--- src/rtl/fifo_slot_allocator_defines.svh ---
// Assertion helpers shared by the allocator RTL.
`ifndef FIFO_SLOT_ALLOCATOR_DEFINES_SVH
`define FIFO_SLOT_ALLOCATOR_DEFINES_SVH

// Same-cycle implication, disabled while reset is asserted.
`define FSA_ASSERT_IMP(lbl, clk, rst_n, ante, cons, msg) \
    lbl: assert property (@(posedge clk) disable iff (!rst_n) (ante) |-> (cons)) \
        else $error(msg);

// Next-cycle implication, disabled while reset is asserted.
`define FSA_ASSERT_NXT(lbl, clk, rst_n, ante, cons, msg) \
    lbl: assert property (@(posedge clk) disable iff (!rst_n) (ante) |=> (cons)) \
        else $error(msg);

`endif

--- src/rtl/fsa_pkg.sv ---
`timescale 1ns / 1ps

package fsa_pkg;

    // Field and register widths.
    localparam int ADDR_W     = 48;
    localparam int SIZE_W     = 13;
    localparam int COUNT_W    = 11;
    localparam int IDX_W      = 10;
    localparam int STAT_W     = 3;
    localparam int FUNC_W     = 2;
    localparam int RUN_W      = 7;
    localparam int CFG_IDX_W  = 3;
    localparam int CFG_DATA_W = 48;

    // Register values after reset.
    localparam int SLOT_SIZE_RST  = 32;
    localparam int SLOT_COUNT_RST = 1024;

    // Divider: quotient bits resolved per cycle.
    localparam int DIV_BITS   = 4;
    localparam int DIV_CYCLES = ADDR_W / DIV_BITS;
    localparam int DIV_CNT_W  = $clog2(DIV_CYCLES);

    // Operation codes.
    localparam logic [FUNC_W-1:0] FUNC_ALLOC  = 2'd0;
    localparam logic [FUNC_W-1:0] FUNC_FREE   = 2'd1;
    localparam logic [FUNC_W-1:0] FUNC_REFILL = 2'd2;

    // Result status codes.
    localparam logic [STAT_W-1:0] STAT_OK         = 3'd0;
    localparam logic [STAT_W-1:0] STAT_NOT_ENOUGH = 3'd1;
    localparam logic [STAT_W-1:0] STAT_MISALIGNED = 3'd2;
    localparam logic [STAT_W-1:0] STAT_RANGE      = 3'd3;
    localparam logic [STAT_W-1:0] STAT_RING_FULL  = 3'd4;

    // Configuration register indexes.
    localparam logic [CFG_IDX_W-1:0] CFG_CPU_BASE    = 3'd0;
    localparam logic [CFG_IDX_W-1:0] CFG_GPU_BASE    = 3'd1;
    localparam logic [CFG_IDX_W-1:0] CFG_SLOT_SIZE   = 3'd2;
    localparam logic [CFG_IDX_W-1:0] CFG_SLOT_COUNT  = 3'd3;
    localparam logic [CFG_IDX_W-1:0] CFG_GPU_VISIBLE = 3'd4;

    // Divider status and quotient as seen by the control logic.
    typedef struct packed {
        logic              done;
        logic              exact;
        logic [ADDR_W-1:0] quot;
    } t_div_res;

endpackage

--- src/rtl/fsa_divider.sv ---
`timescale 1ns / 1ps

module fsa_divider (
    input  logic                        i_clk,
    input  logic                        i_rst_n,
    input  logic                        i_start,
    input  logic [fsa_pkg::ADDR_W-1:0]  i_num,
    input  logic [fsa_pkg::SIZE_W-1:0]  i_den,
    output fsa_pkg::t_div_res           o_res
);
    import fsa_pkg::*;

    logic                 r_busy;
    logic                 r_done;
    logic [DIV_CNT_W-1:0] r_cnt;
    logic [ADDR_W-1:0]    r_num;
    logic [SIZE_W-1:0]    r_rem;
    logic [SIZE_W-1:0]    r_den;
    logic [ADDR_W-1:0]    n_num;
    logic [SIZE_W-1:0]    n_rem;
    logic [SIZE_W:0]      trial;

    // Restoring division, DIV_BITS quotient bits per cycle. The dividend
    // shifts out at the top while quotient bits shift in at the bottom.
    always_comb begin
        n_rem = r_rem;
        n_num = r_num;
        trial = '0;
        for (int i = 0; i < DIV_BITS; i++) begin
            trial = {n_rem, n_num[ADDR_W-1]};
            n_num = {n_num[ADDR_W-2:0], 1'b0};
            if (trial >= {1'b0, r_den}) begin
                n_rem    = SIZE_W'(trial - {1'b0, r_den});
                n_num[0] = 1'b1;
            end else begin
                n_rem = trial[SIZE_W-1:0];
            end
        end
    end

    // Step counter and completion pulse.
    always_ff @(posedge i_clk) begin
        if (!i_rst_n) begin
            r_busy <= 1'b0;
            r_done <= 1'b0;
            r_cnt  <= '0;
        end else begin
            r_done <= 1'b0;
            if (i_start) begin
                r_busy <= 1'b1;
                r_cnt  <= '0;
            end else if (r_busy) begin
                r_cnt <= r_cnt + DIV_CNT_W'(1);
                if (r_cnt == DIV_CNT_W'(DIV_CYCLES - 1)) begin
                    r_busy <= 1'b0;
                    r_done <= 1'b1;
                end
            end
        end
    end

    // Dividend, remainder and divisor.
    always_ff @(posedge i_clk) begin
        if (i_start) begin
            r_num <= i_num;
            r_rem <= '0;
            r_den <= i_den;
        end else if (r_busy) begin
            r_num <= n_num;
            r_rem <= n_rem;
        end
    end

    assign o_res.done  = r_done;
    assign o_res.exact = (r_rem == '0);
    assign o_res.quot  = r_num;

endmodule

--- config.mk ---
export PLATFORM = sky130hd
export DESIGN_NAME = fsa_divider
export DESIGN_NICKNAME = d
export VERILOG_FILES = /design/src/rtl/fifo_slot_allocator_defines.svh /design/src/rtl/fsa_pkg.sv /design/src/rtl/fsa_divider.sv
export SDC_FILE = /design/constraint.sdc
export NUM_CORES = 1
export LEC_CHECK = 0
export ABC_CLOCK_PERIOD_IN_PS = 18700
export BUFFER_PORTS_ARGS = -buffer_cell sky130_fd_sc_hd__buf_2
export CAP_MARGIN = 40
export CORE_ASPECT_RATIO = 1.75
export CORE_UTILIZATION = 45
export CTS_CLUSTER_DIAMETER = 50
export DETAILED_ROUTE_END_ITERATION = 6
export PLACE_DENSITY = 0.65
export SLEW_MARGIN = 20
export SYNTH_ARGS = -nofsm -noshare
export SYNTH_HDL_FRONTEND = slang
export SYNTH_SLANG_ARGS = --single-unit
--- constraint.sdc ---
create_clock -name i_clk -period 18.7 [get_ports i_clk]
set_input_delay 1.87 -clock i_clk [delete_from_list [all_inputs] [get_ports i_clk]]
set_output_delay 1.87 -clock i_clk [all_outputs]
set_load 0.02 [all_outputs]
# Word-level counts from Yosys, hierarchy flattened
# Cells that the tools add are included.
word_totals:
  input_bits: 64
  register_bits: 80
  elab_cells: 36
op_classes:
  reduce_logical: 4
  n_eq_ne: 1
  order_cmp: 4
  muxes: 14
  n_bitwise: 2
  addsub: 5
op_table:
  columns: ["op", "n"]
  rows:
  - ["$mux W48", 2]
  - ["$ge A14 B13 Y1", 4]
  - ["$mux W13", 4]
  - ["$sub A13 B13 Y13", 4]
  - ["$logic_not A13 Y1", 1]
  - ["$mux W1", 8]
  - ["$add A4 B1 Y4 const B", 1]
  - ["$eq A4 B4 Y1 const B", 1]
  - ["$reduce_or A3 Y1", 1]
  - ["$not A1 Y1", 2]
  - ["$reduce_bool A2 Y1", 1]
  - ["$reduce_or A2 Y1", 1]

# Logic depth before layout (Yosys ltp)
depth:
  word_depth: 10
  depth_mapped: 44
  ltp_nobuf: 41

# Worst setup path before layout
# OpenSTA, ideal clock, no wires.
synth_timing:
  path_type: "flip-flop to flip-flop"
  startpoint: "reg r_num[47]"
  endpoint: "reg r_rem[0]"
  setup_ps: 88
  setup_slack_ps: 9301
  n_path_buf: 3
  t_arrival_ps: 9311
  stages_incl_launch_ff: 41
  cell_sequence: "edfxtp_1 > inv_1 > ha_1 > fa_1 > nand2b_1 > a21oi_1 > or4_1 > a211o_1 > o32ai_4 > buf_2 > mux2_2 > ha_1 > a21oi_1 > nand2_1 > o21ai_1 > a211oi_1 > nor3_1 > and2_2 > [... 5 more ...] > o41ai_1 > a21oi_1 > o22a_1 > a211oi_1 > nand2_1 > o221a_2 > ha_1 > nor2b_1 > o31a_1 > o211ai_1 > a31oi_1 > o21a_1 > nor2_1 > o211ai_1 > mux2i_4 > buf_8 > nand2_1 > a311oi_2"
synth_via:
  elab_chain_cells: 8
  word_cells_on_any_way: 11
synth_lines:
  columns: ["item", "line", "source"]
  rows:
  - ["from (decl)", "fsa_divider.sv:16", "logic [ADDR_W-1:0] r_num;"]
  - ["from (signal assigned)", "fsa_divider.sv:65", "r_num <= i_num;"]
  - ["from (signal assigned)", "fsa_divider.sv:69", "r_num <= n_num;"]
  - ["$sub A13 B13 Y13 / $ge A14 B13 Y1 (equally long branches)", "fsa_divider.sv:33, fsa_divider.sv:32", null]
  - ["$mux W13 (*)", "fsa_divider.sv:32", "if (trial >= {1'b0, r_den}) begin"]
  - ["$sub A13 B13 Y13 / $ge A14 B13 Y1 (equally long branches)", "fsa_divider.sv:33, fsa_divider.sv:32", null]
  - ["$mux W13 (*)", "fsa_divider.sv:32", null]
  - ["$sub A13 B13 Y13 / $ge A14 B13 Y1 (equally long branches)", "fsa_divider.sv:33, fsa_divider.sv:32", null]
  - ["$mux W13 (*)", "fsa_divider.sv:32", null]
  - ["$ge A14 B13 Y1 (*)", "fsa_divider.sv:32", null]
  - ["$mux W13 (*)", "fsa_divider.sv:32", null]
  - ["to (signal assigned)", "fsa_divider.sv:70", "r_rem <= n_rem;"]
  - ["to (decl)", "fsa_divider.sv:17", "logic [SIZE_W-1:0] r_rem;"]
# Every way passes the cells marked *; elsewhere a longest branch is shown, timed or not.
# A chain may end at the register's enable or synchronous reset.

# Final worst setup path
layout_timing:
  startpoint: "reg r_num[47]"
  endpoint: "reg r_rem[9]"
layout_via:
  elab_chain_cells: 8
  word_cells_on_any_way: 12
layout_lines:
  columns: ["item", "line"]
  rows:
  - ["$sub A13 B13 Y13 / $ge A14 B13 Y1 (equally long branches)", "fsa_divider.sv:33, fsa_divider.sv:32"]
  - ["$mux W13 (*)", "fsa_divider.sv:32"]
  - ["$sub A13 B13 Y13 / $ge A14 B13 Y1 (equally long branches)", "fsa_divider.sv:33, fsa_divider.sv:32"]
  - ["$mux W13 (*)", "fsa_divider.sv:32"]
  - ["$sub A13 B13 Y13 / $ge A14 B13 Y1 (equally long branches)", "fsa_divider.sv:33, fsa_divider.sv:32"]
  - ["$mux W13 (*)", "fsa_divider.sv:32"]
  - ["$sub A13 B13 Y13 / $ge A14 B13 Y1 (equally long branches)", "fsa_divider.sv:33, fsa_divider.sv:32"]
  - ["$mux W13 (*)", "fsa_divider.sv:32"]
# Marks and branches as above.

==> flow_metrics.py <==
metrics = {
    "timing": {
        "slew_headroom_pct": 43.2,
        "fmax_ghz": 0.0892,
        "fin_crit_sh_pct": 59.9,
        "whs_ns": 0.517,
        "tightest_slew_ns": 0.850,
        "hold_violations": 0,
        "rsz0062_at_grt": "no",
        "setup_violations": 0,
        "finalSetupTns_ns": 0,
        "finalMaxSlewViolations": 0,
        "min_period_ns": 11.21,
        "fin_worst_skew_ns": 0.00961,
    },
    "logic_synthesis": {
        "synth_nets": 729,
        "async_reset_ff_share_pct": 0,
        "synth_edf_count": 61,
        "synth_top_area_share_pct": 29.3,
        "synth_top_area_cell": "edfxtp_1",
        "synth_seq_cells": 80,
        "yosys_most_used_dff": "edfxtp_1",
        "syn_inst": 608,
        "synth_area_leaders": "edfxtp_1 29%, mux2_2 11%, ha_1 11%",
        "yosys.cell_types.count": 74,
        "syn_area_sq_um": 6250,
        "ys_seq_area_share_pct": 35.4,
        "synth_area_per_cell_sq_um": 10.3,
        "yosys_warnings": 0,
    },
    "cts": {
        "cts-root-buf": "clkbuf_16",
        "cts_tree": "done",
        "cts_hold_buffers": 0,
        "cts_setup_buffers": 0,
        "cts_resized": 0,
        "insertion_delay_ns": 0.34,
        "cts_buffers": 9,
        "htreeDepth": 3,
        "clk_pin_slew_ns": 0.07,
        "cts_sinks": 80,
        "cts_buffer_depth": 2,
    },
    "setup_path": {
        "cpPeakStageDelay_ns": 0.68,
        "critical_path_buf_inv_count": 1,
        "crit_fanout": 17,
        "cp_slowest_cell": "a211oi_4",
        "crit_required_ns": 18.95,
        "timing.rr.start": "r_num[47]",
        "cp_num_cells": 36,
        "critPathLaunch": "r_num[47]",
        "cp-start-kind": "flop",
        "crit_end": "r_rem[9]",
        "path_class": "flop to flop",
        "r2r_end": "r_rem[9]",
        "rr_worst_depth": 36,
        "arrival_ns": 11.46,
        "rrSetupSlack_ns": 7.49,
        "critPathMostFrequentCell": "ha_1",
        "worst_path_dominant_cell_family": "compound AO/OA/AOI/OAI gates",
        "endpoint_kind": "flop",
    },
    "floorplan": {
        "rows": 56,
        "dieArea_sq_um": 14400,
        "die_height_um": 158,
        "coreArea_sq_um": 13500,
        "pin_count": 114,
        "initial_utilization_pct": 46.4,
        "die_w_um": 91.1,
    },
    "finish": {
        "diodes": 0,
        "fin_util_pct": 54.5,
        "nets": 838,
        "drive_gt1_share_pct": 29.5,
        "areaGrowthSynthToFinish_pct": 17.4,
    },
    "route": {
        "via_per_inst": 5.98,
        "drc": 0,
        "drt_wl_total_um": 19100,
        "ant_nets": 0,
        "dr.pass1.iters": 7,
        "drtIter0Drc": 300,
        "wl_per_cell_um": 21.4,
        "dr_total_vias": 5355,
    },
    "hold_path": {
        "hold_path_class": "flop to flop",
    },
    "place": {
        "io_buffers": 113,
        "globalplace.congestion": 0.928,
        "hpwl_um": 15300,
    },
    "flow_run": {
        "cap_viol_max_count": 0,
    },
    "global_route": {
        "antenna_found_initial": 0,
        "grt_max_degree": 60,
        "grtUsageTotal_pct": 27.2,
        "overflow": 0,
        "grt_pass1_wl_um": 29400,
        "grt_pass1_vias": 5486,
    },
    "outcome": {
        "outcome": "complete, no violations",
    },
}
==> worst min-delay path by stage <==
stage          startpoint      to  slack [ns]  cells after the start
2_1_floorplan    r_cnt[2]  r_done        0.46                      1
3_3_place_gp     r_cnt[2]  r_done        0.49                      1
3_5_place_dp     r_cnt[2]  r_done        0.50                      1
4_1_cts          r_cnt[2]  r_done        0.51                      1
5_1_grt          r_cnt[2]  r_done        0.54                      1
6_report         r_cnt[2]  r_done        0.52                      1
==> cell usage after synthesis (4+ instances only) <==
| cell | number |
|---|---|
| nor3_1 | 19 |
| nand2b_1 | 12 |
| nand2_1 | 33 |
| and4_1 | 5 |
| nor4_1 | 4 |
| inv_1 | 30 |
| mux2i_1 | 16 |
| a21o_1 | 5 |
| xor2_1 | 15 |
| edfxtp_1 | 61 |
| xnor2_1 | 23 |
| clkbuf_1 | 10 |
| buf_2 | 5 |
| nor2_1 | 49 |
| nand3_1 | 4 |
| o211ai_1 | 5 |
| mux2_2 | 59 |
| o21a_1 | 16 |
| fa_1 | 4 |
| a21oi_1 | 27 |
| ha_1 | 53 |
| or2_2 | 4 |
| or3_1 | 7 |
| dfxtp_1 | 19 |
| a211oi_1 | 18 |
| o221ai_1 | 4 |
| o21ai_0 | 17 |
| nor2b_1 | 8 |
| nand4_1 | 10 |
==> metrics by stage <==
step                      instances  area [sq um]  setup WS (ns)
after global placement          877          6940           7.96
after floorplan                 608          6250           9.30
final                           896          7330           7.49
after global routing            896          7330           6.88
after CTS                       896          7330           7.57
after detailed placement        880          7000           7.59
==> flip-flops by register name (all words and copies together) (netlist names) <==
signal / count
r_den: 13
r_done: 1
r_cnt: 4
r_busy: 1
r_rem: 13
r_num: 48
==> cells in the final DEF, fill, tap and decap left out, drive strengths merged, types with 4 or more instances in the layout <==
cell / Yosys / layout
buf: 8 / 117
mux2: 62 / 62
edfxtp: 61 / 61
ha: 53 / 53
nor2: 49 / 49
nand2: 33 / 33
inv: 30 / 33
a21oi: 27 / 27
xnor2: 23 / 23
o21ai: 20 / 20
nor3: 19 / 19
dfxtp: 19 / 19
a211oi: 19 / 19
mux2i: 19 / 19
o21a: 16 / 16
xor2: 15 / 15
nand2b: 12 / 12
nand4: 10 / 10
clkbuf: 11 / 10
nor2b: 8 / 8
or3: 7 / 7
o211ai: 6 / 6
or2: 6 / 6
a21o: 5 / 5
and4: 5 / 5
nand3: 4 / 4
o221ai: 4 / 4
nor4: 4 / 4
fa: 4 / 4
a21boi: 4 / 4
==> worst reg2reg max path, delay by kind of cell (launching register included) <==
kind	cells	cell delay [ns]
AOI/OAI and AO/OA	19	5.01
and+or+nand+nor	7	2.23
adders and majority gates	5	1.66
buffers and inverters	1	0.10
muxes	4	1.64
DFF	1	0.49
==> logic make-up after synthesis <==
| family | Yosys count | synth area share, % |
|---|---|---|
| muxes | 81 | 14.8 |
| buffers and inverters | 50 | 3.43 |
| and+or+nand+nor | 168 | 13.5 |
| AOI/OAI and AO/OA | 134 | 15.6 |
| xor gates and xnor gates | 38 | 5.33 |
| adders and majority gates | 57 | 11.9 |
| DFF | 80 | 35.4 |
==> metal layers <==
metal  up-vias  routed length [um]  GRT usage (%)
met2       228                9480           47.4
met5         -                   0              0
li1       2511                   -              -
met1      2539                6930           28.1
met3        77                 953           4.23
met4         0                1780           24.3
==> cell type report <==
class                           instances  area, sq um
Clock buffer                           10          239
Tap cell                              174          218
Inverter                               31          118
Clock inverter                          6         98.8
Timing Repair Buffer                  117          628
Fill cell                            1231         6120
Multi-Input combinational cell        478         3820
Sequential cell                        80         2210
Power is not shown: default switching activity piles up to over one toggle a cycle in this logic, so the estimate is an artifact.
